$ cat src/rtl/shl_pkg.sv
// Shared types and constants for the shell command lexer.
package shl_pkg;

  typedef logic [12:0] opos_t;

  localparam logic [2:0] K_PIPE    = 3'd0;
  localparam logic [2:0] K_IN      = 3'd1;
  localparam logic [2:0] K_HEREDOC = 3'd2;
  localparam logic [2:0] K_OUT     = 3'd3;
  localparam logic [2:0] K_APPEND  = 3'd4;
  localparam logic [2:0] K_WORD    = 3'd5;
  localparam logic [2:0] K_END     = 3'd6;

  localparam logic [2:0] M_IDLE = 3'd0;
  localparam logic [2:0] M_LT   = 3'd1;
  localparam logic [2:0] M_GT   = 3'd2;
  localparam logic [2:0] M_WORD = 3'd3;
  localparam logic [2:0] M_SQ   = 3'd4;
  localparam logic [2:0] M_DQ   = 3'd5;

  localparam logic [7:0] CH_NUL   = 8'h00;
  localparam logic [7:0] CH_TAB   = 8'h09;
  localparam logic [7:0] CH_LF    = 8'h0A;
  localparam logic [7:0] CH_VT    = 8'h0B;
  localparam logic [7:0] CH_CR    = 8'h0D;
  localparam logic [7:0] CH_SPACE = 8'h20;
  localparam logic [7:0] CH_DQ    = 8'h22;
  localparam logic [7:0] CH_SQ    = 8'h27;
  localparam logic [7:0] CH_LT    = 8'h3C;
  localparam logic [7:0] CH_GT    = 8'h3E;
  localparam logic [7:0] CH_PIPE  = 8'h7C;

  localparam int QDEPTH = 4;
  localparam int QPTR_W = 2;
  localparam int QCNT_W = 3;

  typedef struct packed {
    logic [2:0] kind;
    opos_t      start_pos;
    opos_t      end_pos;
  } tok_t;

  // Every token one character causes: cnt is 1 to 3.
  typedef struct packed {
    logic [1:0]      cnt;
    tok_t [2:0]      toks;
  } bnd_t;

endpackage

$ cat src/rtl/shl_front.sv
// Front end: classifies each character, tracks lexer state, builds token bundles.
module shl_front #(
  parameter int MAX_LINE = 4096
) (
  input  logic              clk,
  input  logic              rst_n,
  input  logic              accept,
  input  logic [7:0]        ch,
  input  logic              line_end,
  output logic              bnd_vld,
  output shl_pkg::bnd_t     bnd
);

  localparam int POS_W = $clog2(MAX_LINE + 1);
  localparam logic [POS_W-1:0] POS_MAX = POS_W'(MAX_LINE);

  logic [POS_W-1:0] pos_r, pos_nxt;
  logic [2:0]       mode_r, mode_nxt;
  logic             quoted_r, quoted_nxt;
  logic [POS_W-1:0] tstart_r, tstart_nxt;

  function automatic shl_pkg::bnd_t emit(shl_pkg::bnd_t b, logic [2:0] k,
                                          shl_pkg::opos_t s, shl_pkg::opos_t e);
    shl_pkg::tok_t t;
    t.kind      = k;
    t.start_pos = s;
    t.end_pos   = e;
    if (b.cnt != 2'd3) begin
      b.toks[b.cnt] = t;
      b.cnt         = b.cnt + 2'd1;
    end
    return b;
  endfunction

  always_comb begin
    logic [POS_W-1:0] p, p1, ts;
    logic [2:0]       m;
    logic             q, ended, do_idle, is_ws;
    shl_pkg::bnd_t    b;
    p       = pos_r;
    p1      = (p >= POS_MAX) ? POS_MAX : p + 1'b1;
    m       = mode_r;
    q       = quoted_r;
    ts      = tstart_r;
    b       = '0;
    ended   = 1'b0;
    do_idle = 1'b0;
    is_ws   = (ch == shl_pkg::CH_SPACE) || (ch == shl_pkg::CH_TAB) ||
              (ch == shl_pkg::CH_CR) || (ch == shl_pkg::CH_LF) ||
              (ch == shl_pkg::CH_VT);
    case (mode_r)
      shl_pkg::M_LT, shl_pkg::M_GT: begin
        if (ch == ((mode_r == shl_pkg::M_LT) ? shl_pkg::CH_LT : shl_pkg::CH_GT)) begin
          b = emit(b, (mode_r == shl_pkg::M_LT) ? shl_pkg::K_HEREDOC : shl_pkg::K_APPEND,
                   shl_pkg::opos_t'(ts), shl_pkg::opos_t'(p1));
          m = shl_pkg::M_IDLE;
        end else begin
          b = emit(b, (mode_r == shl_pkg::M_LT) ? shl_pkg::K_IN : shl_pkg::K_OUT,
                   shl_pkg::opos_t'(ts), shl_pkg::opos_t'(p));
          m       = shl_pkg::M_IDLE;
          do_idle = 1'b1;
        end
      end
      shl_pkg::M_WORD: begin
        if ((ch == shl_pkg::CH_NUL) || (ch == shl_pkg::CH_LT) ||
            (ch == shl_pkg::CH_GT) || (ch == shl_pkg::CH_PIPE) ||
            (quoted_r ? (ch == shl_pkg::CH_SPACE) : is_ws)) begin
          b = emit(b, shl_pkg::K_WORD, shl_pkg::opos_t'(ts), shl_pkg::opos_t'(p));
          m       = shl_pkg::M_IDLE;
          do_idle = 1'b1;
        end else if (ch == shl_pkg::CH_SQ) begin
          m = shl_pkg::M_SQ;
        end else if (ch == shl_pkg::CH_DQ) begin
          m = shl_pkg::M_DQ;
        end
      end
      shl_pkg::M_SQ, shl_pkg::M_DQ: begin
        if (ch == shl_pkg::CH_NUL) begin
          b = emit(b, shl_pkg::K_WORD, shl_pkg::opos_t'(ts), shl_pkg::opos_t'(p));
          b = emit(b, shl_pkg::K_END, shl_pkg::opos_t'(p), shl_pkg::opos_t'(p));
          ended = 1'b1;
        end else if (ch == ((mode_r == shl_pkg::M_SQ) ? shl_pkg::CH_SQ : shl_pkg::CH_DQ)) begin
          m = shl_pkg::M_WORD;
        end
      end
      default: begin
        m       = shl_pkg::M_IDLE;
        do_idle = 1'b1;
      end
    endcase
    if (do_idle) begin
      if (ch == shl_pkg::CH_NUL) begin
        b = emit(b, shl_pkg::K_END, shl_pkg::opos_t'(p), shl_pkg::opos_t'(p));
        ended = 1'b1;
      end else if (is_ws) begin
        m = shl_pkg::M_IDLE;
      end else if (ch == shl_pkg::CH_PIPE) begin
        b = emit(b, shl_pkg::K_PIPE, shl_pkg::opos_t'(p), shl_pkg::opos_t'(p1));
        m = shl_pkg::M_IDLE;
      end else if ((ch == shl_pkg::CH_LT) || (ch == shl_pkg::CH_GT)) begin
        ts = p;
        m  = (ch == shl_pkg::CH_LT) ? shl_pkg::M_LT : shl_pkg::M_GT;
      end else if ((ch == shl_pkg::CH_SQ) || (ch == shl_pkg::CH_DQ)) begin
        ts = p;
        q  = 1'b1;
        m  = (ch == shl_pkg::CH_SQ) ? shl_pkg::M_SQ : shl_pkg::M_DQ;
      end else begin
        ts = p;
        q  = 1'b0;
        m  = shl_pkg::M_WORD;
      end
    end
    if (!ended && line_end) begin
      if (m == shl_pkg::M_LT) begin
        b = emit(b, shl_pkg::K_IN, shl_pkg::opos_t'(ts), shl_pkg::opos_t'(p1));
      end else if (m == shl_pkg::M_GT) begin
        b = emit(b, shl_pkg::K_OUT, shl_pkg::opos_t'(ts), shl_pkg::opos_t'(p1));
      end else if ((m == shl_pkg::M_WORD) || (m == shl_pkg::M_SQ) || (m == shl_pkg::M_DQ)) begin
        b = emit(b, shl_pkg::K_WORD, shl_pkg::opos_t'(ts), shl_pkg::opos_t'(p1));
      end
      b = emit(b, shl_pkg::K_END, shl_pkg::opos_t'(p1), shl_pkg::opos_t'(p1));
      ended = 1'b1;
    end
    bnd = b;
    if (!accept) begin
      pos_nxt    = pos_r;
      mode_nxt   = mode_r;
      quoted_nxt = quoted_r;
      tstart_nxt = tstart_r;
    end else if (ended) begin
      pos_nxt    = '0;
      mode_nxt   = shl_pkg::M_IDLE;
      quoted_nxt = 1'b0;
      tstart_nxt = '0;
    end else begin
      pos_nxt    = p1;
      mode_nxt   = m;
      quoted_nxt = q;
      tstart_nxt = ts;
    end
  end

  assign bnd_vld = accept && (bnd.cnt != 2'd0);

  always_ff @(posedge clk) begin
    if (!rst_n) begin
      pos_r    <= '0;
      mode_r   <= shl_pkg::M_IDLE;
      quoted_r <= 1'b0;
      tstart_r <= '0;
    end else begin
      pos_r    <= pos_nxt;
      mode_r   <= mode_nxt;
      quoted_r <= quoted_nxt;
      tstart_r <= tstart_nxt;
    end
  end

endmodule

$ cat src/rtl/shl_queue.sv
// Short bundle queue between the front end and the token serializer.
module shl_queue (
  input  logic          clk,
  input  logic          rst_n,
  input  logic          wr_en,
  input  shl_pkg::bnd_t wr_data,
  input  logic          rd_en,
  output shl_pkg::bnd_t rd_data,
  output logic          full,
  output logic          empty
);

  shl_pkg::bnd_t                  mem_r [shl_pkg::QDEPTH];
  logic [shl_pkg::QPTR_W-1:0]     wp_r, wp_nxt, rp_r, rp_nxt;
  logic [shl_pkg::QCNT_W-1:0]     cnt_r, cnt_nxt;

  assign full    = (cnt_r == shl_pkg::QCNT_W'(shl_pkg::QDEPTH));
  assign empty   = (cnt_r == '0);
  assign rd_data = mem_r[rp_r];

  always_comb begin
    wp_nxt  = wr_en ? wp_r + 1'b1 : wp_r;
    rp_nxt  = rd_en ? rp_r + 1'b1 : rp_r;
    cnt_nxt = cnt_r;
    if (wr_en && !rd_en) begin
      cnt_nxt = cnt_r + 1'b1;
    end else if (!wr_en && rd_en) begin
      cnt_nxt = cnt_r - 1'b1;
    end
  end

  always_ff @(posedge clk) begin
    if (wr_en) begin
      mem_r[wp_r] <= wr_data;
    end
  end

  always_ff @(posedge clk) begin
    if (!rst_n) begin
      wp_r  <= '0;
      rp_r  <= '0;
      cnt_r <= '0;
    end else begin
      wp_r  <= wp_nxt;
      rp_r  <= rp_nxt;
      cnt_r <= cnt_nxt;
    end
  end

endmodule

$ cat src/rtl/shl_back.sv
// Back end: holds one bundle and hands out its tokens one request at a time.
module shl_back (
  input  logic                clk,
  input  logic                rst_n,
  input  logic                q_empty,
  input  shl_pkg::bnd_t       q_data,
  output logic                q_pop,
  input  logic                pop,
  output logic                empty,
  output logic [2:0]          token_kind,
  output shl_pkg::opos_t      start_pos,
  output shl_pkg::opos_t      end_pos,
  output logic                last_of_run
);

  shl_pkg::bnd_t bnd_r, bnd_nxt;
  logic [1:0]    idx_r, idx_nxt;
  logic          vld_r, vld_nxt;
  logic          last;
  shl_pkg::tok_t cur;

  assign last        = (idx_r == (bnd_r.cnt - 2'd1));
  assign cur         = bnd_r.toks[idx_r];
  assign empty       = !vld_r;
  assign token_kind  = cur.kind;
  assign start_pos   = cur.start_pos;
  assign end_pos     = cur.end_pos;
  assign last_of_run = last;

  always_comb begin
    bnd_nxt = bnd_r;
    idx_nxt = idx_r;
    vld_nxt = vld_r;
    q_pop   = 1'b0;
    if (!vld_r || (pop && last)) begin
      q_pop   = !q_empty;
      vld_nxt = !q_empty;
      bnd_nxt = q_data;
      idx_nxt = 2'd0;
    end else if (pop) begin
      idx_nxt = idx_r + 2'd1;
    end
  end

  always_ff @(posedge clk) begin
    bnd_r <= bnd_nxt;
  end

  always_ff @(posedge clk) begin
    if (!rst_n) begin
      idx_r <= 2'd0;
      vld_r <= 1'b0;
    end else begin
      idx_r <= idx_nxt;
      vld_r <= vld_nxt;
    end
  end

endmodule

$ cat src/rtl/shell_command_lexer.sv
// Top level of the shell command lexer: front end, bundle queue, serializer.
//
//  channel  | ports                                    | handshake
//  ---------+------------------------------------------+---------------------
//  input    | in_ch, in_line_end                       | in_push / in_full
//  result   | out_token_kind, out_start_pos,           | out_pop / out_empty
//           | out_end_pos, out_last_of_run             |
//
// One character is taken per cycle while the four-deep bundle queue has room.
// Each character yields zero to three tokens; the serializer delivers one token
// per cycle while out_pop is high; three-token characters are output-bound.
// Each token is registered in the bundle queue and then in the serializer.
// Synchronous active-low reset clears the lexer state and empties the queue.
// Either side may stall freely; a waiting token holds until popped.
module shell_command_lexer #(
  parameter int MAX_LINE = 4096
) (
  input  logic        clk,
  input  logic        rst_n,
  input  logic        in_push,
  output logic        in_full,
  input  logic [7:0]  in_ch,
  input  logic        in_line_end,
  output logic        out_empty,
  input  logic        out_pop,
  output logic [2:0]  out_token_kind,
  output logic [12:0] out_start_pos,
  output logic [12:0] out_end_pos,
  output logic        out_last_of_run
);

  logic          accept;
  logic          bnd_vld;
  shl_pkg::bnd_t bnd;
  shl_pkg::bnd_t q_data;
  logic          q_pop, q_empty;

  assign accept = in_push && !in_full;

  shl_front #(.MAX_LINE(MAX_LINE)) u_front (
    .clk      (clk),
    .rst_n    (rst_n),
    .accept   (accept),
    .ch       (in_ch),
    .line_end (in_line_end),
    .bnd_vld  (bnd_vld),
    .bnd      (bnd)
  );

  shl_queue u_queue (
    .clk     (clk),
    .rst_n   (rst_n),
    .wr_en   (bnd_vld),
    .wr_data (bnd),
    .rd_en   (q_pop),
    .rd_data (q_data),
    .full    (in_full),
    .empty   (q_empty)
  );

  shl_back u_back (
    .clk         (clk),
    .rst_n       (rst_n),
    .q_empty     (q_empty),
    .q_data      (q_data),
    .q_pop       (q_pop),
    .pop         (out_pop),
    .empty       (out_empty),
    .token_kind  (out_token_kind),
    .start_pos   (out_start_pos),
    .end_pos     (out_end_pos),
    .last_of_run (out_last_of_run)
  );

endmodule

$ cat config.mk
export PLATFORM = sky130hd
export DESIGN_NAME = shell_command_lexer
export DESIGN_NICKNAME = d
export VERILOG_FILES = /design/src/rtl/shl_pkg.sv /design/src/rtl/shl_front.sv /design/src/rtl/shl_queue.sv /design/src/rtl/shl_back.sv /design/src/rtl/shell_command_lexer.sv
export SDC_FILE = /design/constraint.sdc
export NUM_CORES = 1
export LEC_CHECK = 0
export BUFFER_PORTS_ARGS = -buffer_cell sky130_fd_sc_hd__buf_2
export CORE_MARGIN = 1.5
export CORE_UTILIZATION = 45
export CTS_CLUSTER_SIZE = 10
export DETAILED_ROUTE_END_ITERATION = 10
export PLACE_DENSITY = 0.57
export SETUP_SLACK_MARGIN = 0.1
export SLEW_MARGIN = 20
export SYNTH_ARGS = -nofsm -noshare
export SYNTH_HDL_FRONTEND = slang
export SYNTH_SLANG_ARGS = --single-unit
$ cat constraint.sdc
create_clock -name clk -period 5.7 [get_ports clk]
set_input_delay 0.285 -clock clk [delete_from_list [all_inputs] [get_ports clk]]
set_output_delay 0.285 -clock clk [all_outputs]
set_load 0.01 [all_outputs]
Word level (Yosys, flattened, before mapping)
Memories as Yosys holds them, arrays and structs flattened. A register that Yosys moved wholly into a read port is not among the register bits.
Index checks and enable logic that the tools add are counted.

storage, ports and cells
  input bits = 13
  bits in writable memories = 356
  output and inout bits = 32
  flip-flop bits (word level) = 40
  memories kept = 1
  logic and storage cells = 190

memories
  name           depth  width  rd ports  clocked after memory_dff  write ports  line             RTL
  u_queue.mem_r  4      89     1         1                         1            shl_queue.sv:13  shl_pkg::bnd_t mem_r [shl_pkg::QDEPTH];

operators by class
  eq/ne operators = 32
  add/sub/neg operators = 11
  reductions and logical operators = 38
  magnitude comparators = 10
  bitwise gates (word level) = 1
  mux-type cells = 88

operators with widths
  cell                                                                   count
  89-bit 2-to-1 mux                                                      17
  87-bit bitwise mux                                                     7
  89-bit case mux with 3 select lines                                    1
  29-bit demux with 2-bit select                                         4
  29-bit 2-to-1 mux                                                      8
  13-bit 2-to-1 mux                                                      7
  88-bit 2-to-1 mux                                                      1
  29-bit binary-select mux with 2-bit select                             1
  3-bit 2-to-1 mux                                                       16
  8-bit by 6-bit == test with 1-bit output (second input constant)       5
  8-bit by 4-bit == test with 1-bit output (second input constant)       4
  1-bit 2-to-1 mux                                                       19
  8-bit == test                                                          2
  2-bit inequality test (second input constant)                          8
  3-bit == test (second input constant)                                  5
  2-bit by 3-bit < comparator with 1-bit output (second input constant)  5
  2-bit by 1-bit adder with 2-bit output (second input constant)         7
  13-bit by 1-bit adder with 13-bit output (second input constant)       1
  13-bit >= comparator (second input constant)                           1
  1-bit logical OR                                                       13
  3-bit by 2-bit == test with 1-bit output (second input constant)       4
  1-bit logical AND                                                      10
  2-bit 2-to-1 mux                                                       5
  8-bit by 7-bit == test with 1-bit output (second input constant)       1
  15 further kinds                                                       28

Longest topological paths before layout
Gate-level depths: netlist (run 1).

  word-level depth = 44
  gate-level depth with buffers = 14
  mapped depth without buffers = 12

Modules after synthesis
A second synthesis (run 1) with hierarchy kept.

second synthesis, totals
  cell total of the unflattened synthesis = 1224
  area total of the unflattened synthesis = 20274.4 um2

by module, submodules not included
  module               sequential area each (um2)  area each (um2)  cells an instance  instances
  shl_queue            10870.4                     13262.7          508                1
  shl_front            600.6                       3549.7           507                1
  shl_back             2732.6                      3448.3           208                1
  shell_command_lexer  0.0                         13.8             1                  1

Least setup slack after synthesis (run 1)
OpenSTA, ideal clock, no wires.

  kind = in2reg
  start point = input in_ch[6]
  end point = memory u_queue.mem_r[0][0] (netlist name) (enable)
  setup time = 0.457 ns
  data required time = 5.243 ns
  arrival time = 4.046 ns
  path buffers = 3
  stages on the path = 9
  slack = 1.197 ns
  cells stage by stage = buf_6 or3_1 buf_2 or3_1 clkbuf_1 nand2b_1 a21oi_1 a21oi_2 and2_1

between the ends
  cells in the longest elaborated chain, start to end = 28
  elaborated cells on any way between the ends = 82
  classes of those cells = add/sub: 3; eq/ne: 20; mux: 42; reduce/logical: 17

ends and longest elaborated chain
  what                                                                                                  line                              RTL
  start: declaration                                                                                    shell_command_lexer.sv:22         input logic [7:0] in_ch,
  8-bit by 6-bit == test with 1-bit output or 8-bit by 4-bit == test with 1-bit output (tied branches)  shl_front.sv:48, shl_front.sv:67
  1-bit logical OR (2 in a row)                                                                         shl_front.sv:48                   is_ws = (ch == shl_pkg::CH_SPACE) || (ch == shl_pkg::CH_TAB) ||
  1-bit logical OR (2 in a row)                                                                         shl_front.sv:49                   (ch == shl_pkg::CH_CR) || (ch == shl_pkg::CH_LF) ||
  1-bit 2-to-1 mux                                                                                      shl_front.sv:67                   (quoted_r ? (ch == shl_pkg::CH_SPACE) : is_ws)) begin
  1-bit logical OR                                                                                      shl_front.sv:66                   (ch == shl_pkg::CH_GT) || (ch == shl_pkg::CH_PIPE) ||
  88-bit 2-to-1 mux                                                                                     shl_front.sv:65                   if ((ch == shl_pkg::CH_NUL) || (ch == shl_pkg::CH_LT) ||
  89-bit case mux with 3 select lines                                                                   shl_front.sv:51                   case (mode_r)
  2-bit by 1-bit adder with 2-bit output or 2-bit inequality test (tied branches)                       shl_front.sv:30, shl_front.sv:28
  [... 11 more ...]                                                                                     n/a
  2-bit by 1-bit adder with 2-bit output or 2-bit inequality test (tied branches)                       shl_front.sv:30, shl_front.sv:28
  89-bit 2-to-1 mux                                                                                     shl_front.sv:28                   if (b.cnt != 2'd3) begin
  89-bit 2-to-1 mux (*)                                                                                 shl_front.sv:113                  if (!ended && line_end) begin
  2-bit nonzero test (*)                                                                                shl_front.sv:143                  assign bnd_vld = accept && (bnd.cnt != 2'd0);
  1-bit logical AND (*)                                                                                 shl_front.sv:143
  net bnd_vld                                                                                           shell_command_lexer.sv:33         logic bnd_vld;
  1-bit 2-to-1 mux (*)                                                                                  shl_queue.sv:33                   if (wr_en) begin
  1-bit 2-to-1 mux (implied by the code) (*)                                                            shl_queue.sv:34                   mem_r[wp_r] <= wr_data;
  end: declaration                                                                                      shl_queue.sv:13

Mark *: on every way through the listed nets, which the timed path passes. The rest lies on a longest branch. The select of a mux whose other input is x is not followed.

==> results of run 1 <==
metrics by stage:
stage / instances / cell area [um2] / setup slack [ns]
after CTS: 1855 / 22300 / 2.21
after floorplan: 1188 / 19900 / 1.20
after global routing: 1856 / 22400 / 1.89
final: 1856 / 22400 / 2.06
after detailed placement: 1752 / 20700 / 1.88
after global placement: 1752 / 20700 / 1.94
cell usage after synthesis (3+ instances only):
| cell type | number |
|---|---|
| a22oi_1 | 34 |
| nand2b_1 | 13 |
| xnor2_1 | 11 |
| buf_1 | 13 |
| buf_6 | 3 |
| dfxtp_1 | 40 |
| nor3_1 | 20 |
| buf_2 | 9 |
| a21oi_1 | 19 |
| mux4_2 | 89 |
| and2_1 | 12 |
| a21o_1 | 3 |
| o21bai_1 | 3 |
| edfxtp_1 | 445 |
| inv_1 | 15 |
| nand3_1 | 12 |
| nand2_1 | 74 |
| nor2b_1 | 35 |
| o21ai_1 | 7 |
| o21ai_0 | 45 |
| or3_1 | 6 |
| a221o_1 | 3 |
| nor4_1 | 4 |
| clkbuf_1 | 54 |
| a21boi_0 | 5 |
| ha_1 | 8 |
| xor2_1 | 8 |
| and3_1 | 6 |
| nor2_1 | 53 |
| o211ai_1 | 4 |
| o22ai_1 | 3 |
| a31oi_1 | 3 |
| nor3_2 | 9 |
| mux2i_1 | 32 |
| a22o_1 | 39 |
worst max-delay path: stages, from the launching register on:
cell     delay (ns)
dfxtp_1        0.71
nor3b_1        0.18
xnor2_1        0.17
o31a_1         0.28
o21ai_1        0.15
a21oi_1        0.08
buf_4          0.23
nor2_1         0.29
a21o_1         0.70
buf_4          0.39
nor2_1         0.15
final cells by class:
type	count	area share (%)
sequential	485	63.4
multi-input combinational	606	24.0
clock buffer	99	7.08
tap	585	3.27
timing repair buffer	61	1.85
inverter	17	0.296
clock inverter	3	0.179
worst max path at each step:
stage,endpoint,slack (ns),cells after the start
floorplan,u_queue.mem_r[0][0]$_DFFE_PP_,1.20,9
global placement,u_queue.mem_r[1][23]$_DFFE_PP_,1.94,8
detailed placement,u_queue.mem_r[1][55]$_DFFE_PP_,1.88,8
CTS,u_queue.mem_r[0][70]$_DFFE_PP_,2.21,10
global route,u_queue.mem_r[0][70]$_DFFE_PP_,1.89,10
finish,u_queue.mem_r[0][70]$_DFFE_PP_,2.06,10
sequential cells by signal, summed over array words and instances (netlist names):
name              count
u_front.tstart_r     13
u_front.pos_r        13
u_back.vld_r          1
u_queue.wp_r          2
u_queue.rp_r          2
u_queue.cnt_r         3
u_front.mode_r        3
u_queue.mem_r       356
u_back.idx_r          2
u_front.quoted_r      1
u_back.bnd_r         89
metal layers:
layer	GRT usage (%)	vias up	wire length [um]
li1	-	4758	-
met2	32.8	256	21800
met5	0	-	0
met4	6.00	0	1060
met3	3.24	57	1740
met1	28.7	5413	20200
logic make-up (layout without fill, tap and decap cells):
kind of cell	Yosys count	after routing
muxes	123	123
xor gates and xnor gates	20	20
other	1	4
and+or+nand+nor	257	257
DFF	485	485
buffers and inverters	97	180
adders and majority gates	9	9
AOI/OAI and AO/OA	193	193
report_power, final:
group	switching (mW)	total, mW	internal [mW]	leakage, nW
Combinational	0.946	1.65	0.700	1.87
Sequential	0.235	4.80	4.57	4.44
Clock	1.30	3.20	1.90	0.774
==> metrics list, run 1 <==
- Summing the areas of all xor and xnor instances in the mapped netlist gives 0.918% of the synthesized area.
- Among all flip-flop cells after synthesis, the most frequent one is edfxtp_1.
- Multiplexer cells account for 11.8% of the synthesized area.
* Terminus of the critical flop-to-flop path: u_queue.mem_r[0][70]$_DFFE_PP_
- All-Layer GR Usage: 20.3%
* Slew at the pin closest to its max-slew limit: 1.08 ns
- The largest total area in the synthesized netlist belongs to edfxtp_1.
- Buffers inserted during clock tree synthesis total 55.
* WL final: 44800 um
* Count of fill cells added during filler insertion: 3631
* First-pass detailed-route iteration total: 8
* Signed area change from the synthesized netlist to the final layout: 12.5%
* Total setup violations reported at the end of the flow: 0
- Detailed Route Iter0 Violations: 820
- Detailed placer's ending HPWL: 26800 um
* Site Rows: 76
- In this run the mean area of a mapped cell was 16.8 um2.
- The Yosys step of the flow raised 0 warnings.
- Of the cells placed in the final design, the portion with a size suffix greater than 1 is 19.3%.
* Width of the chip: 213 um
- Top cell type's share of synthesized area: 67.2%
- Counting instances, the worst hold path has a depth of 4.
- Counting every instance in the synthesized netlist gives 1185.
- FF-to-FF Start: u_front.mode_r[1]$_SDFFE_PN0P_
- DRC: 0
* Number of synthesized flops with an enable pin: 445
* Overall overflow remaining after global route: 0
- Number of global-route vias before repair: 10527
* Hold bufs inserted after CTS: 1
- Maximum resistive drop on vdd: 0.486 mV
* Number of nets in the finished design: 1248
- The path class of the tightest hold or removal check is in -> reg.
- Summing the areas of all compound-gate instances in the mapped netlist gives 6.86% of the synthesized area.
- Summing the areas of all fa, ha and maj instances in the mapped netlist gives 0.604% of the synthesized area.
* Sequential cell area: 14200 um2
* Highest-count cells in the layout ignoring fill and taps: 445 x edfxtp_1, 89 x mux4_2, 74 x nand2_1
- The clock drives 485 sinks.
- Combinational family with the most area after synthesis: multiplexers
- Placeable core area: 43400 um2
- In this run the most critical hold path is launched from in_line_end.
- STA classifies the critical path startpoint as a flop.
* Setup Crit Path Kind: reg -> reg
* Floorplan die area: 45500 um2
- The count of nets left with antenna violations once routing finished came out at 0.
- Area used by multi-input combinational logic: 5360 um2
* Critical path data arrival time: 3.92 ns
- TritonCTS built the clock tree.
* Run status: finished, final reports clean
- Global-route wire length before repair: 67400 um
* Later-pin clock latency in the skew report: 0.58 ns
* Worst Setup SP: u_front.mode_r[1]$_SDFFE_PN0P_
- After detailed routing, the number of vias per cell comes to 5.65.
* H-tree depth reported by CTS: 2
- Hold slack final: 0.226 ns
- Cell at the root of the clock tree: clkbuf_16
- Ranked by total cell area, the synthesized netlist is headed by edfxtp_1 67%, mux4_2 10%, dfxtp_1 4.0%.
- 45 I/O pins were placed.
* Pin count of the biggest net entering global routing: 69
* Final period utilization: 63.9%
* Detailed-route via count: 10484
* Post-detailed-route wirelength per cell: 24.1 um
- Across the routed clock network, the largest skew measured is 0.0156 ns.
- Summing the areas of all and, or, nand and nor instances in the mapped netlist gives 6.56% of the synthesized area.
- Pwr dens: 431 nW/um2
- Setup repair after global routing left no endpoint under its margin.
- Number of post-CTS setup repair buffers: 0
* Required time worst endpoint: 5.98 ns
* GPL Wtd Cong: 0.819
- Max-cap check violation count: 0
- Static timing analysis puts the maximum clock frequency at 0.275 GHz.
- Power comes to 9.65 mW.
* Core occupancy in the finished layout: 51.6%
- Port buffering added 44 buffers.
- Yosys cell types: 71
- STA classifies the critical path endpoint as a flop.
- After clock tree synthesis, the repair step resized 0 gates.
* Reg clk slew, reported paths: 0.06 ns
* Time the worst path needs with I/O delays and setup: 3.64 ns
- Min-Delay Endpoint: u_front.pos_r[4]$_SDFFE_PN0P_
- Total count of hold-check failures in the final report: 0
* Most common cell after layout, fill and taps aside: edfxtp_1
- Counting flops with an async set or reset pin after synthesis yields a share of 0%.
* Diode count: 0
- Number of max-slew violations in the final report: 0
- The initial antenna violation count was 1.
- The setup check on the worst reg-to-reg path leaves a slack of 2.06 ns.
* Height of the chip: 213 um
* Largest fanout on the critical path: 20
- Counting cells, the worst reg-to-reg path comes to 10.
- After synthesis the cells add up to 19900 um2.
- After synthesis the netlist holds a flip-flop and latch count of 485.
- Deepest clock path buffer count: 3
- The analysis attributes to cell leakage a power of 7.08 nW.
- Starting Density: 45.9%
- Remaining max-slew budget at the tightest pin: 27.7%
* Sum of negative setup slack: 0 ns
- Fraction of the yosys area taken by sequential cells: 71.2%
No activity file was read; power rests on OpenSTA's default activity.
==> inputs of run 2 (changes only) <==
--- a/config.mk
+++ b/config.mk
@@ -5,12 +5,13 @@
 export SDC_FILE = /design/constraint.sdc
 export NUM_CORES = 1
 export LEC_CHECK = 0
+export ABC_AREA = 1
 export BUFFER_PORTS_ARGS = -buffer_cell sky130_fd_sc_hd__buf_2
 export CORE_MARGIN = 1.5
 export CORE_UTILIZATION = 45
 export CTS_CLUSTER_SIZE = 10
 export DETAILED_ROUTE_END_ITERATION = 10
-export PLACE_DENSITY = 0.57
+export PLACE_DENSITY = 0.56
 export SETUP_SLACK_MARGIN = 0.1
 export SLEW_MARGIN = 20
 export SYNTH_ARGS = -nofsm -noshare
==> constraint.sdc (replaced) <==
create_clock -name clk -period 3.4 [get_ports clk]
set_input_delay 0.17 -clock clk [delete_from_list [all_inputs] [get_ports clk]]
set_output_delay 0.17 -clock clk [all_outputs]
set_load 0.01 [all_outputs]
==> run 2 against run 1 <==
Net effect:
- combinational power rose to 3.0 times the previous value
- worst hold slack worse by 0.096 ns
- power rose by 92%
- clock power is 66% higher
- sequential cell count did not move
==> metrics list, run 2 <==
* Fmax: 0.317 GHz (+16%)
* Site Rows: 78 (+2.6%)
- The actual transition at the worst max-transition pin came to 1.12 ns (+0.0361 ns).
- Leading post-synthesis cells by cell area: edfxtp_1 64%, nor2_1 6.4%, o21ai_0 5.8%
* TritonCTS buffer count: 55 (unchanged)
* FF-to-FF setup slack: 0.25 ns (-1.81 ns)
- Initial antenna violation count: 3 (+2)
* IO buf count: 44 (unchanged)
- The static leakage came to 8.63 nW (+22%).
- The final worst clock skew was 0.0212 ns (+0.00560 ns).
* Later-pin clock latency in the skew report: 0.61 ns (+0.03 ns)
- Detailed-route via count: 15243 (+45%)
- Cell at the root of the clock tree: clkbuf_16
- The library cell used most frequently in the layout, excluding fill and tap cells, is edfxtp_1.
- The I/O pin count is 45 (unchanged).
- All-Layer GR Usage: 25.6% (+5.2 points)
- The headroom to the max-slew limit came to 24.5% (-3.2 points).
* Maximum resistive drop on vdd: 0.567 mV (+17%)
- Post-synthesis async set-or-reset flop share: 0% (unchanged)
- The floorplan core area came to 45700 um2 (+5.3%).
- CP top delay family: simple AND/OR/NAND/NOR gates
- The number of setup violations in the final report was 0 (unchanged).
- Registers with the most flip-flops: u_queue.mem_r x356, u_back.bnd_r x89
- Post-synthesis instance area: 21000 um2 (+5.4%)
* Standard cell with the maximum stage delay on the critical path: a22oi_1
- The clock sink count was 485 (unchanged).
- The remaining number of nets flagged by the antenna check after routing is 0 (unchanged).
* Flip-flop count of the largest register, all copies and words added: 356 (unchanged)
- WL final: 60200 um (+34%)
- The final instance count without filler cells is 2643 (+42%).
* XOR/XNOR share of the synthesized area: 0.0835% (-0.83 points)
- The maximum fanout along the worst path was 18 (-10%).
- Final period utilization: 92.7% (+29 points)
* Placed Area: 22700 um2 (+9.7%)
- Synth Instances: 1903 (+61%)
- The post-DP HPWL came to 38500 um (+43%).
- The proportion of layout cells with a drive suffix above 1 came to 14.5% (-4.7 points).
* Complex-gate fraction of the synthesized area: 14.8% (+7.9 points)
- The synthesized design spends more area on one cell type than any other, namely edfxtp_1.
- The total number of nets in the final design was 2043 (+64%).
- The number of violations reported at the end of detailed-routing iteration 0 came to 1553 (+89%).
* Combinational family with the most area after synthesis: compound AO/OA/AOI/OAI gates
- Count of fill cells added during filler insertion: 3946 (+8.7%)
- The critical path goes through nand2_1, inv_2, nor3_4, nor2_4, a21oi_4, nand2_4, buf_4, nand3_2, nand2_4, nand4_1, nand3_4, buf_4, nand2_4, nand2_4, a22oi_1.
- The total count of max-transition violations in the final report came to 0 (unchanged).
* Pre-CTS worst setup slack: 0.0351 ns (-1.85 ns)
* Flip-flop and latch count after synthesis: 485 (unchanged)
- TritonCTS built the clock tree.
* Cell occurring most often along the worst timing path: nand2_4
- The via count of the first global-routing pass is 14393 (+37%).
- Kind of launch point of the worst setup path: flop
- The critical path's largest stage delay is 0.58 ns (-0.13 ns).
- Syn avg cell area: 11.0 um2 (-34%)
- The number of iterations in the first detailed-routing pass came to 5 (-3).
* Width of the chip: 219 um (+2.6%)
- From synthesis to final layout, the design area changed by 16.6%.
- Most common cell in the synthesized netlist: edfxtp_1
- Overall Power: 18.5 mW (+92%)
* Highest-count cells in the layout ignoring fill and taps: 445 x edfxtp_1, 348 x nor2_1, 239 x o21ai_0
* Height of the chip: 219 um (+2.6%)
- The power density over cell area came to 758 nW/um2 (+76%).
* Worst-case setup margin in the final layout: 0.250 ns (-1.81 ns)
- The worst setup path is captured at a flop.
- Post-detailed-route wirelength per cell: 22.8 um (-5.6%)
- Final Cell Area: 24500 um2 (+9.3%)
- The number of enable-type register cells in the synthesized netlist came to 445 (unchanged).
- The number of distinct library cells after synthesis is 52 (-27%).
- GPL Wtd Cong: 0.986 (+20%)
- The flow ran to the end, and the final reports show no timing, DRC or antenna violations.
- The post-synthesis mux area share was 0% (-12 points).
* Setup Crit Path Kind: reg -> reg
- The sequential fraction of the synthesis area was 67.5% (-3.7 points).
- The starting density of the core came to 45.9% (about the same).
* List of most frequent post-synthesis cells: 445 x edfxtp_1, 356 x nor2_1, 243 x o21ai_0, 183 x nand2_1, 110 x inv_1
- The clock edge transition at the registers on the reported setup and hold paths was 0.06 ns (about the same).
* Time the worst path needs with I/O delays and setup: 3.15 ns (-0.490 ns)
- Total of warnings raised by yosys: 0 (unchanged)
- Unrepaired setup endpoints after global routing: yes
* Type of the tightest min-delay check: in -> reg
- H-tree depth reported by CTS: 2 (unchanged)
- Total count of hold-check failures in the final report: 0 (unchanged)
- The critical path required time is 3.71 ns (-2.27 ns).
- The total placed cells including tap cells came to 2549 (+45%).
- The total global routing overflow came to 0 (unchanged).
* Most flops, register: u_queue.mem_r
- The signal arrival time at the worst endpoint was 3.46 ns (-0.46 ns).
* Max-cap check violation count: 0 (unchanged)
- Global-route wire length before repair: 91500 um (+36%)
- The DRC violation count after routing was 0 (unchanged).
- The number of buffers between clock root and the deepest sink was 3 (unchanged).
* Top cell type's share of synthesized area: 63.7% (-3.5 points)
- Floorplan die area: 47900 um2 (+5.4%)
- The via-per-instance ratio was 5.77 (+2.1%).
* Post-synthesis share of cell area spent on and, or, nand and nor gates: 12.8% (+6.3 points)
- The adder-cell share of the synthesized area is 0.573% (-0.031 points).
- Pin count of the biggest net entering global routing: 142 (+110%)
- Predominant post-synthesis flop cell: edfxtp_1
* Buf/Inv on CP: 3 (+1)
## run 2: worst register-to-register path, cell delays in order (launching register included)
cell	delay, ns
dfxtp_4	0.37
nand2_1	0.07
inv_2	0.05
nor3_4	0.31
nor2_4	0.09
a21oi_4	0.17
nand2_4	0.13
buf_4	0.16
nand3_2	0.09
nand2_4	0.07
nand4_1	0.14
nand3_4	0.10
buf_4	0.21
nand2_4	0.14
nand2_4	0.17
a22oi_1	0.58
## run 2: report_power, final
group | leakage [nW] | internal [mW] | total, mW | switching, mW
Combinational | 3.37 | 1.48 | 4.93 | 3.45
Sequential | 4.51 | 7.95 | 8.32 | 0.372
Clock | 0.750 | 3.05 | 5.30 | 2.24
Total | 8.63 | 12.5 | 18.5 | 6.07
## run 2: layer usage
layer	track usage, %	routed length, um
met1	37.6	27300
met2	39.1	26900
met3	4.34	4320
met4	7.12	1660
met5	0	13
## run 2: cells by family after synthesis
kind of cell | Yosys count
buffers and inverters | 226
and+or+nand+nor | 650
other | 1
AOI/OAI and AO/OA | 530
xor gates and xnor gates | 2
adders and majority gates | 9
DFF | 485
## run 2: worst paths after layout
check | startpoint | end | depth (start not counted)
setup / recovery | u_front.mode_r[0]$_SDFFE_PN0P_ | u_queue.mem_r[1][32]$_DFFE_PP_ | 15
hold / removal | in_push | u_front.quoted_r$_SDFFE_PN0P_ | 5
setup reg to reg | u_front.mode_r[0]$_SDFFE_PN0P_ | u_queue.mem_r[1][32]$_DFFE_PP_ | 15
hold reg to reg | u_front.quoted_r$_SDFFE_PN0P_ | u_front.quoted_r$_SDFFE_PN0P_ | 2
## run 2: cell type report
type	count	area, um2	share of cell area, %
Antenna cell	1	2.50	0.0102
Clock buffer	73	1470	5.99
Clock inverter	5	92.6	0.379
Inverter	120	455	1.86
Multi-Input combinational cell	1195	6110	25.0
Sequential cell	485	14200	58.0
Tap cell	600	751	3.07
Timing Repair Buffer	164	1410	5.75
## run 2: repair_timing
item                                    CTS  global route
gates resized for setup                   1            24
endpoints found under the setup margin    1            26
hold endpoints to repair                 10             0
pin swaps                                 1            12
hold buffers                              4             0
setup buffers                             2             9
gates cloned                              0             0
## run 2: per-stage QoR
| stage | hold slack (ns) | TNS (ns) | utilization, % |
|---|---|---|---|
| 6_report | 0.129 | 0 | 53.6 |
| 2_1_floorplan | 0.339 | -66.25 | - |
| 3_3_place_gp | 0.458 | 0 | 49.7 |
| 5_1_grt | 0.160 | 0 | 53.5 |
| 3_5_place_dp | 0.463 | 0 | 49.7 |
| 4_1_cts | 0.114 | 0 | 53.3 |
